<file path="config.mk">
export PLATFORM = sky130hd
export DESIGN_NAME = dma_target_range_guard
export DESIGN_NICKNAME = d
export VERILOG_FILES = /design/src/hdl/drg_pkg.sv /design/src/hdl/drg_table.sv /design/src/hdl/drg_check.sv /design/src/hdl/dma_target_range_guard.sv
export SDC_FILE = /design/constraint.sdc
export NUM_CORES = 1
export LEC_CHECK = 0
export BUFFER_PORTS_ARGS = -buffer_cell sky130_fd_sc_hd__buf_2
export CORE_MARGIN = 8
export CORE_UTILIZATION = 58
export DETAILED_ROUTE_END_ITERATION = 12
export GPL_TIMING_DRIVEN = 0
export PLACE_DENSITY_LB_ADDON = 0.05
export REMOVE_ABC_BUFFERS = 1
export SYNTH_ARGS = -nofsm -noshare
export SYNTH_HDL_FRONTEND = slang
export SYNTH_HIERARCHICAL = 1
export SYNTH_SLANG_ARGS = --single-unit
</file>
<file path="constraint.sdc">
create_clock -name i_clk -period 4.4 [get_ports i_clk]
set_input_delay 0.22 -clock i_clk [delete_from_list [all_inputs] [get_ports i_clk]]
set_output_delay 0.22 -clock i_clk [all_outputs]
set_load 0.01 [all_outputs]
</file>
<file path="src/hdl/drg_pkg.sv">
package drg_pkg;

    localparam int ENTRIES = 4;
    localparam int IDX_W   = (ENTRIES > 1) ? $clog2(ENTRIES) : 1;
    localparam int ADDR_W  = 32;

    typedef logic [ADDR_W-1:0] t_addr;
    typedef t_addr             t_addr_arr [ENTRIES];

    typedef enum logic [1:0] {
        ST_OK        = 2'd0,
        ST_OVERLAP   = 2'd1,
        ST_BAD_INDEX = 2'd2
    } t_status;

    typedef enum logic {
        FN_WRITE = 1'b0,
        FN_CHECK = 1'b1
    } t_func;

    typedef struct packed {
        logic             en;
        logic [IDX_W-1:0] idx;
        t_addr            base;
        t_addr            size;
    } t_tbl_wr;

endpackage

</file>
<file path="src/hdl/drg_table.sv">
module drg_table
    import drg_pkg::*;
(
    input  logic               i_clk,
    input  logic               i_rst_n,
    input  t_tbl_wr            i_wr,
    output t_addr_arr          o_base,
    output t_addr_arr          o_size,
    output logic [ENTRIES-1:0] o_active
);

    t_addr_arr          r_base;
    t_addr_arr          r_size;
    logic [ENTRIES-1:0] r_active;

    always_ff @(posedge i_clk) begin
        if (!i_rst_n) begin
            r_active <= '0;
        end else if (i_wr.en) begin
            r_active[i_wr.idx] <= (i_wr.size != '0);
        end
    end

    // base and size are only looked at while the entry is active
    always_ff @(posedge i_clk) begin
        if (i_wr.en) begin
            r_base[i_wr.idx] <= i_wr.base;
            r_size[i_wr.idx] <= i_wr.size;
        end
    end

    assign o_base   = r_base;
    assign o_size   = r_size;
    assign o_active = r_active;

endmodule

</file>
<file path="src/hdl/drg_check.sv">
module drg_check
    import drg_pkg::*;
(
    input  t_addr_arr          i_base,
    input  t_addr_arr          i_size,
    input  logic [ENTRIES-1:0] i_active,
    input  t_addr              i_address,
    input  t_addr              i_length,
    output logic               o_overlap
);

    t_addr              xfer_end;
    logic [ENTRIES-1:0] hit;

    assign xfer_end = i_address + i_length;

    // one compare pair per entry, all in parallel; sums wrap at 32 bits
    always_comb begin
        for (int k = 0; k < ENTRIES; k++) begin
            hit[k] = i_active[k]
                     && (i_address < t_addr'(i_base[k] + i_size[k]))
                     && (xfer_end > i_base[k]);
        end
    end

    assign o_overlap = |hit;

endmodule

</file>
<file path="src/hdl/dma_target_range_guard.sv">
// result path: the input register, then the result register, loaded once the output register is free
// throughput: one word per cycle while the output is not stalled; the table write and the range compare
// both happen in the stage between the two registers, so a check sees a write just ahead of it
// reset: synchronous active-low i_rst_n empties both registers and marks every entry inactive
module dma_target_range_guard
    import drg_pkg::*;
(
    input  logic        i_clk,
    input  logic        i_rst_n,
    input  logic        i_s_axis_tvalid,
    output logic        o_s_axis_tready,
    input  logic [71:0] i_s_axis_tdata,  // entry_index[7:0], address[39:8], length[71:40]
    input  logic        i_s_axis_tuser,  // func[0]
    output logic        o_m_axis_tvalid,
    input  logic        i_m_axis_tready,
    output logic [7:0]  o_m_axis_tdata   // status[1:0], zero above
);

    logic       r_in_valid;
    t_func      r_func;
    logic [7:0] r_idx;
    t_addr      r_address;
    t_addr      r_length;

    logic       r_out_valid;
    t_status    r_status;

    logic               advance;
    logic               bad_idx;
    logic               overlap;
    t_status            n_status;
    t_tbl_wr            tbl_wr;
    t_addr_arr          tbl_base;
    t_addr_arr          tbl_size;
    logic [ENTRIES-1:0] tbl_active;

    assign advance         = r_in_valid && (!r_out_valid || i_m_axis_tready);
    assign o_s_axis_tready = !r_in_valid || advance;

    always_ff @(posedge i_clk) begin
        if (!i_rst_n) begin
            r_in_valid <= 1'b0;
        end else if (o_s_axis_tready) begin
            r_in_valid <= i_s_axis_tvalid;
        end
    end

    always_ff @(posedge i_clk) begin
        if (o_s_axis_tready && i_s_axis_tvalid) begin
            r_func    <= t_func'(i_s_axis_tuser);
            r_idx     <= i_s_axis_tdata[7:0];
            r_address <= i_s_axis_tdata[39:8];
            r_length  <= i_s_axis_tdata[71:40];
        end
    end

    assign bad_idx = (r_idx >= 8'(ENTRIES));

    always_comb begin
        tbl_wr.en   = advance && (r_func == FN_WRITE) && !bad_idx;
        tbl_wr.idx  = r_idx[IDX_W-1:0];
        tbl_wr.base = r_address;
        tbl_wr.size = r_length;
    end

    drg_table u_table (
        .i_clk    (i_clk),
        .i_rst_n  (i_rst_n),
        .i_wr     (tbl_wr),
        .o_base   (tbl_base),
        .o_size   (tbl_size),
        .o_active (tbl_active)
    );

    drg_check u_check (
        .i_base    (tbl_base),
        .i_size    (tbl_size),
        .i_active  (tbl_active),
        .i_address (r_address),
        .i_length  (r_length),
        .o_overlap (overlap)
    );

    always_comb begin
        case (r_func)
            FN_WRITE: n_status = bad_idx ? ST_BAD_INDEX : ST_OK;
            FN_CHECK: n_status = overlap ? ST_OVERLAP : ST_OK;
            default:  n_status = ST_OK;
        endcase
    end

    always_ff @(posedge i_clk) begin
        if (!i_rst_n) begin
            r_out_valid <= 1'b0;
        end else if (advance) begin
            r_out_valid <= 1'b1;
        end else if (i_m_axis_tready) begin
            r_out_valid <= 1'b0;
        end
    end

    always_ff @(posedge i_clk) begin
        if (advance) begin
            r_status <= n_status;
        end
    end

    assign o_m_axis_tvalid = r_out_valid;
    assign o_m_axis_tdata  = {6'd0, r_status};

endmodule
</file>
==> flow_summary.yaml <==
run_status:
  status: "complete, but fails checks"
  violations: "setup timing"
critical_path:
  setup.worst_path.class: "register to register"
  endpoint: "r_status[0]$_SDFFCE_PN0P_"
  setup.worst_path.start_class: "register"
  timing.critical_path.required_ns: 4.72
  timing.rr.start: "r_address[9]$_DFFE_PP_"
  register_to_register_path_depth: 16
  worst-r2r-setup-slack_ns: -0.63
  crit_start: "r_address[9]$_DFFE_PP_"
  timing.critical_path.to_type: "register"
  worst_flop_to_flop_path_endpoint: "r_status[0]$_SDFFCE_PN0P_"
  timing.critical_path.fanout_max: 4
  worst-endpoint-arrival_ns: 5.35
cts:
  clk_pin_slew_ns: 0.06
  tritoncts: "built"
  cts-buffers-inserted: 40
  insertion_delay_ns: 0.57
  clk_path_buf_depth: 3
  h-tree-depth: 2
  root_buffer: "sky130_fd_sc_hd__clkbuf_16"
  numClockSinks: 337
synthesis:
  syn_area_sq_um: 23840
  synth_most_common_cell: "sky130_fd_sc_hd__ha_1"
  synth.mux.area_fraction_pct: 0.04199
  synth.largest_area_cell: "sky130_fd_sc_hd__edfxtp_1"
  synth-simple-area-share_pct: 9.895
  post_synth_edffs: 331
  syn-mean-instance-area_sq_um: 11.02
  ys_async_sr_fraction_pct: 0
  synth_area_in_compound_gates_pct: 17.61
  synth_flop_cell: "sky130_fd_sc_hd__edfxtp_1"
  post-synth-top-area-fraction_pct: 41.70
  netlist_instances: 2162
  ys_types: 79
  synth.ff_latch_count: 337
  synth.top_cells.by_area: "sky130_fd_sc_hd__edfxtp_1 (42%), sky130_fd_sc_hd__ha_1 (21%), sky130_fd_sc_hd__a21o_1 (4.9%), sky130_fd_sc_hd__a21oi_1 (3.8%), sky130_fd_sc_hd__inv_1 (2.7%)"
  synth_top_family_by_area: "adder cells"
  post_synth_fa_ha_maj_area_fraction_pct: 21.78
  synth.yosys.warnings: 6
  synth-xor-area-share_pct: 5.291
  synth.cells.most_frequent: "sky130_fd_sc_hd__ha_1 (407), sky130_fd_sc_hd__edfxtp_1 (331), sky130_fd_sc_hd__a21oi_1 (183)"
  synth_seq_area_share_pct: 42.20
timing:
  setup_repair_after_global_routing_missed_its_margin: "yes"
  number_of_setup_violations_in_the_final_report: 1
  max_freq_mhz: 198.8
  slew_headroom_pct: 38.67
  worst_hold_slack_ns: 0.08456
  fin_worst_skew_ns: 0.02707
  fin_hold_viols: 0
  timing.final.crit_period_ns: 5.031
  layout_worst_path_cycle_share_pct: 114.3
  setup_tns_final_ns: -0.6313
  worst_slew_pin_slew_ns: 0.9200
  timing_max_transition_violations_final: 0
  setup_ws_ns: -0.6313
grt:
  antenna_found_initial: 0
  grt_pass1_wl_mm: 102.8
  largest_net_degree_at_the_start_of_global_routing: 67
  globalRoute.totalOverflow: 0
  globalRouteTotalUtil_pct: 27.99
  first_global_vias: 18450
placed_design:
  port_buffers: 80
  place.detailed.hpwl_mm: 49.18
  post-place-ws_ns: -1.323
  gpl.final_weighted_congestion: 0.9131
floorplan:
  num_rows: 74
  die-height_microns: 218.7
  core_area_sq_um: 40740
  design.die.area_sq_um: 47840
  num_io_pins: 87
  die_x_microns: 218.7
  initial_utilization_pct: 58.51
cells_and_area:
  n_fill_cell: 2999
  drive_gt1_share_pct: 14.04
  area_growth_pct: 19.09
  nNetsFinal: 2907
min_path:
  min-delay-path-class: "primary input to register"
routing:
  route.detailed.drc: 0
  detail_route.vias_per_cell: 6.217
  drt_iter0_markers: 1805
  num_vias: 18550
  final_routed_wirelength_across_all_metal_layers_mm: 67.84
  antenna_violating_nets_post_route: 0
  first_pass_iteration_count_of_the_detailed_router: 8
  wl_per_cell_microns: 22.74
run:
  maxCapViolCount: 0
power_and_ir_drop:
  power.static_leakage_nw: 12.40
  power.density_cell_area_nw_per_um2: 301.7
  max-vdd-ir-drop_mv: 0.3117
==> placed cells by master, fill, tap and decap left out, types with 12 or more instances in the layout <==
| cell type | netlist | layout |
|---|---|---|
| sky130_fd_sc_hd__ha_1 | 407 | 390 |
| sky130_fd_sc_hd__edfxtp_1 | 331 | 331 |
| sky130_fd_sc_hd__a21oi_1 | 183 | 174 |
| sky130_fd_sc_hd__inv_1 | 171 | 169 |
| sky130_fd_sc_hd__a21o_1 | 157 | 156 |
| sky130_fd_sc_hd__o21ai_0 | 103 | 89 |
| sky130_fd_sc_hd__nand2_1 | 82 | 82 |
| sky130_fd_sc_hd__buf_2 | 1 | 80 |
| sky130_fd_sc_hd__dlygate4sd3_1 | 0 | 77 |
| sky130_fd_sc_hd__nor2_1 | 75 | 72 |
| sky130_fd_sc_hd__xor2_1 | 71 | 67 |
| sky130_fd_sc_hd__buf_4 | 6 | 66 |
| sky130_fd_sc_hd__nand4_1 | 64 | 64 |
| sky130_fd_sc_hd__xnor2_1 | 73 | 61 |
| sky130_fd_sc_hd__clkbuf_16 | 0 | 42 |
| sky130_fd_sc_hd__nand2b_1 | 39 | 38 |
| sky130_fd_sc_hd__nand3_1 | 38 | 35 |
| sky130_fd_sc_hd__nor2b_1 | 32 | 32 |
| sky130_fd_sc_hd__a31oi_1 | 25 | 23 |
| sky130_fd_sc_hd__o21bai_1 | 23 | 22 |
| sky130_fd_sc_hd__nor3_1 | 23 | 20 |
| sky130_fd_sc_hd__o21a_1 | 19 | 16 |
| sky130_fd_sc_hd__o211ai_1 | 15 | 15 |
| sky130_fd_sc_hd__and3_1 | 17 | 15 |
| sky130_fd_sc_hd__o21ai_1 | 5 | 12 |
| sky130_fd_sc_hd__nor4_1 | 15 | 12 |
==> layout make-up <==
class	count	area (sq um)	share of cell area, %
Multi-Input combinational cell	1636	13790	48.59
Sequential cell	337	10060	35.44
Timing Repair Buffer	232	1849	6.515
Clock buffer	49	1077	3.795
Tap cell	532	665.6	2.345
Inverter	171	641.9	2.261
Clock inverter	25	296.5	1.045
Antenna cell	1	2.502	0.008816
==> worst min path at each step <==
stage,startpoint,to,slack [ns],depth (start not counted)
after floorplan,i_s_axis_tdata[8],r_address[0]$_DFFE_PP_,0.32,0
after global placement,i_s_axis_tdata[24],r_address[16]$_DFFE_PP_,0.40,1
after detailed placement,i_s_axis_tdata[18],r_address[10]$_DFFE_PP_,0.40,1
after CTS,i_m_axis_tready,r_status[1]$_SDFFCE_PP0P_,0.03,3
after global routing,i_m_axis_tready,r_status[1]$_SDFFCE_PP0P_,0.06,3
final,i_m_axis_tready,r_status[1]$_SDFFCE_PP0P_,0.08,3
==> repair_timing <==
action	in CTS	in global routing
pin swaps	45	29
hold buffers	77	0
buffers inserted	57	11
gates cloned	0	0
hold endpoints to repair	79	0
gates resized for setup	105	36
endpoints found under the setup margin	1	1
==> critical path: stages (launching register included) <==
cell and delay [ns]:
sky130_fd_sc_hd__edfxtp_1 0.51, sky130_fd_sc_hd__ha_1 0.41, sky130_fd_sc_hd__a21o_1 0.22, sky130_fd_sc_hd__or3_1 0.37
sky130_fd_sc_hd__o21a_4 0.27, sky130_fd_sc_hd__a311oi_4 0.40, sky130_fd_sc_hd__a21boi_2 0.14, sky130_fd_sc_hd__nand3_1 0.16
sky130_fd_sc_hd__o211ai_1 0.23, sky130_fd_sc_hd__ha_1 0.36, sky130_fd_sc_hd__nand4_1 0.26, sky130_fd_sc_hd__nor4_4 0.40
sky130_fd_sc_hd__nand3_2 0.13, sky130_fd_sc_hd__nand4b_1 0.16, sky130_fd_sc_hd__a211o_1 0.20, sky130_fd_sc_hd__nand4_1 0.28
sky130_fd_sc_hd__and2_1 0.27
==> flip-flops by register name, indices dropped and copies added (netlist names) <==
register and cells:
o_m_axis_tvalid 1, r_func 1, u_table/o_size 128, u_table/o_active 4, u_table/o_base 128, r_length 32, r_idx 8, r_in_valid 1
r_status 2, r_address 32
==> where the power goes <==
group          switching [mW]  internal, mW  leakage, nW
logic                   0.792         0.625         8.65
clock network            1.36          2.11        0.672
registers               0.103          3.58         3.08
==> per-stage QoR <==
step                utilization, %  total power [mW]  instance area (sq um)  cells
floorplan                        -             4.443                  23740   2144
global placement             60.90             4.803                  24810   2756
detailed placement           61.30             4.860                  24970   2763
CTS                          69.06             8.527                  28130   2971
global route                 69.67             8.871                  28380   2982
finish                       69.68             8.565                  28390   2983
==> cells by family (layout without fill, tap and decap cells) <==
| kind of cell | Yosys count | after routing |
|---|---|---|
| AOI/OAI and AO/OA | 635 | 635 |
| xor gates and xnor gates | 144 | 144 |
| adders and majority gates | 412 | 412 |
| buffers and inverters | 194 | 477 |
| DFF | 337 | 337 |
| muxes | 1 | 1 |
| other | 1 | 7 |
| and+or+nand+nor | 438 | 438 |
==> metal layers <==
| layer | GRT usage [%] | part of all wire [%] | wire length, microns | vias up |
|---|---|---|---|---|
| met4 | 7.117 | 2.6 | 1738 | 0 |
| li1 | - | - | - | 8757 |
| met3 | 4.175 | 7.9 | 5351 | 114 |
| met5 | 0 | 0 | 0 | - |
| met2 | 41.72 | 43 | 28920 | 670 |
| met1 | 42.18 | 47 | 31840 | 9005 |
Power figures use the tool's default switching activity.
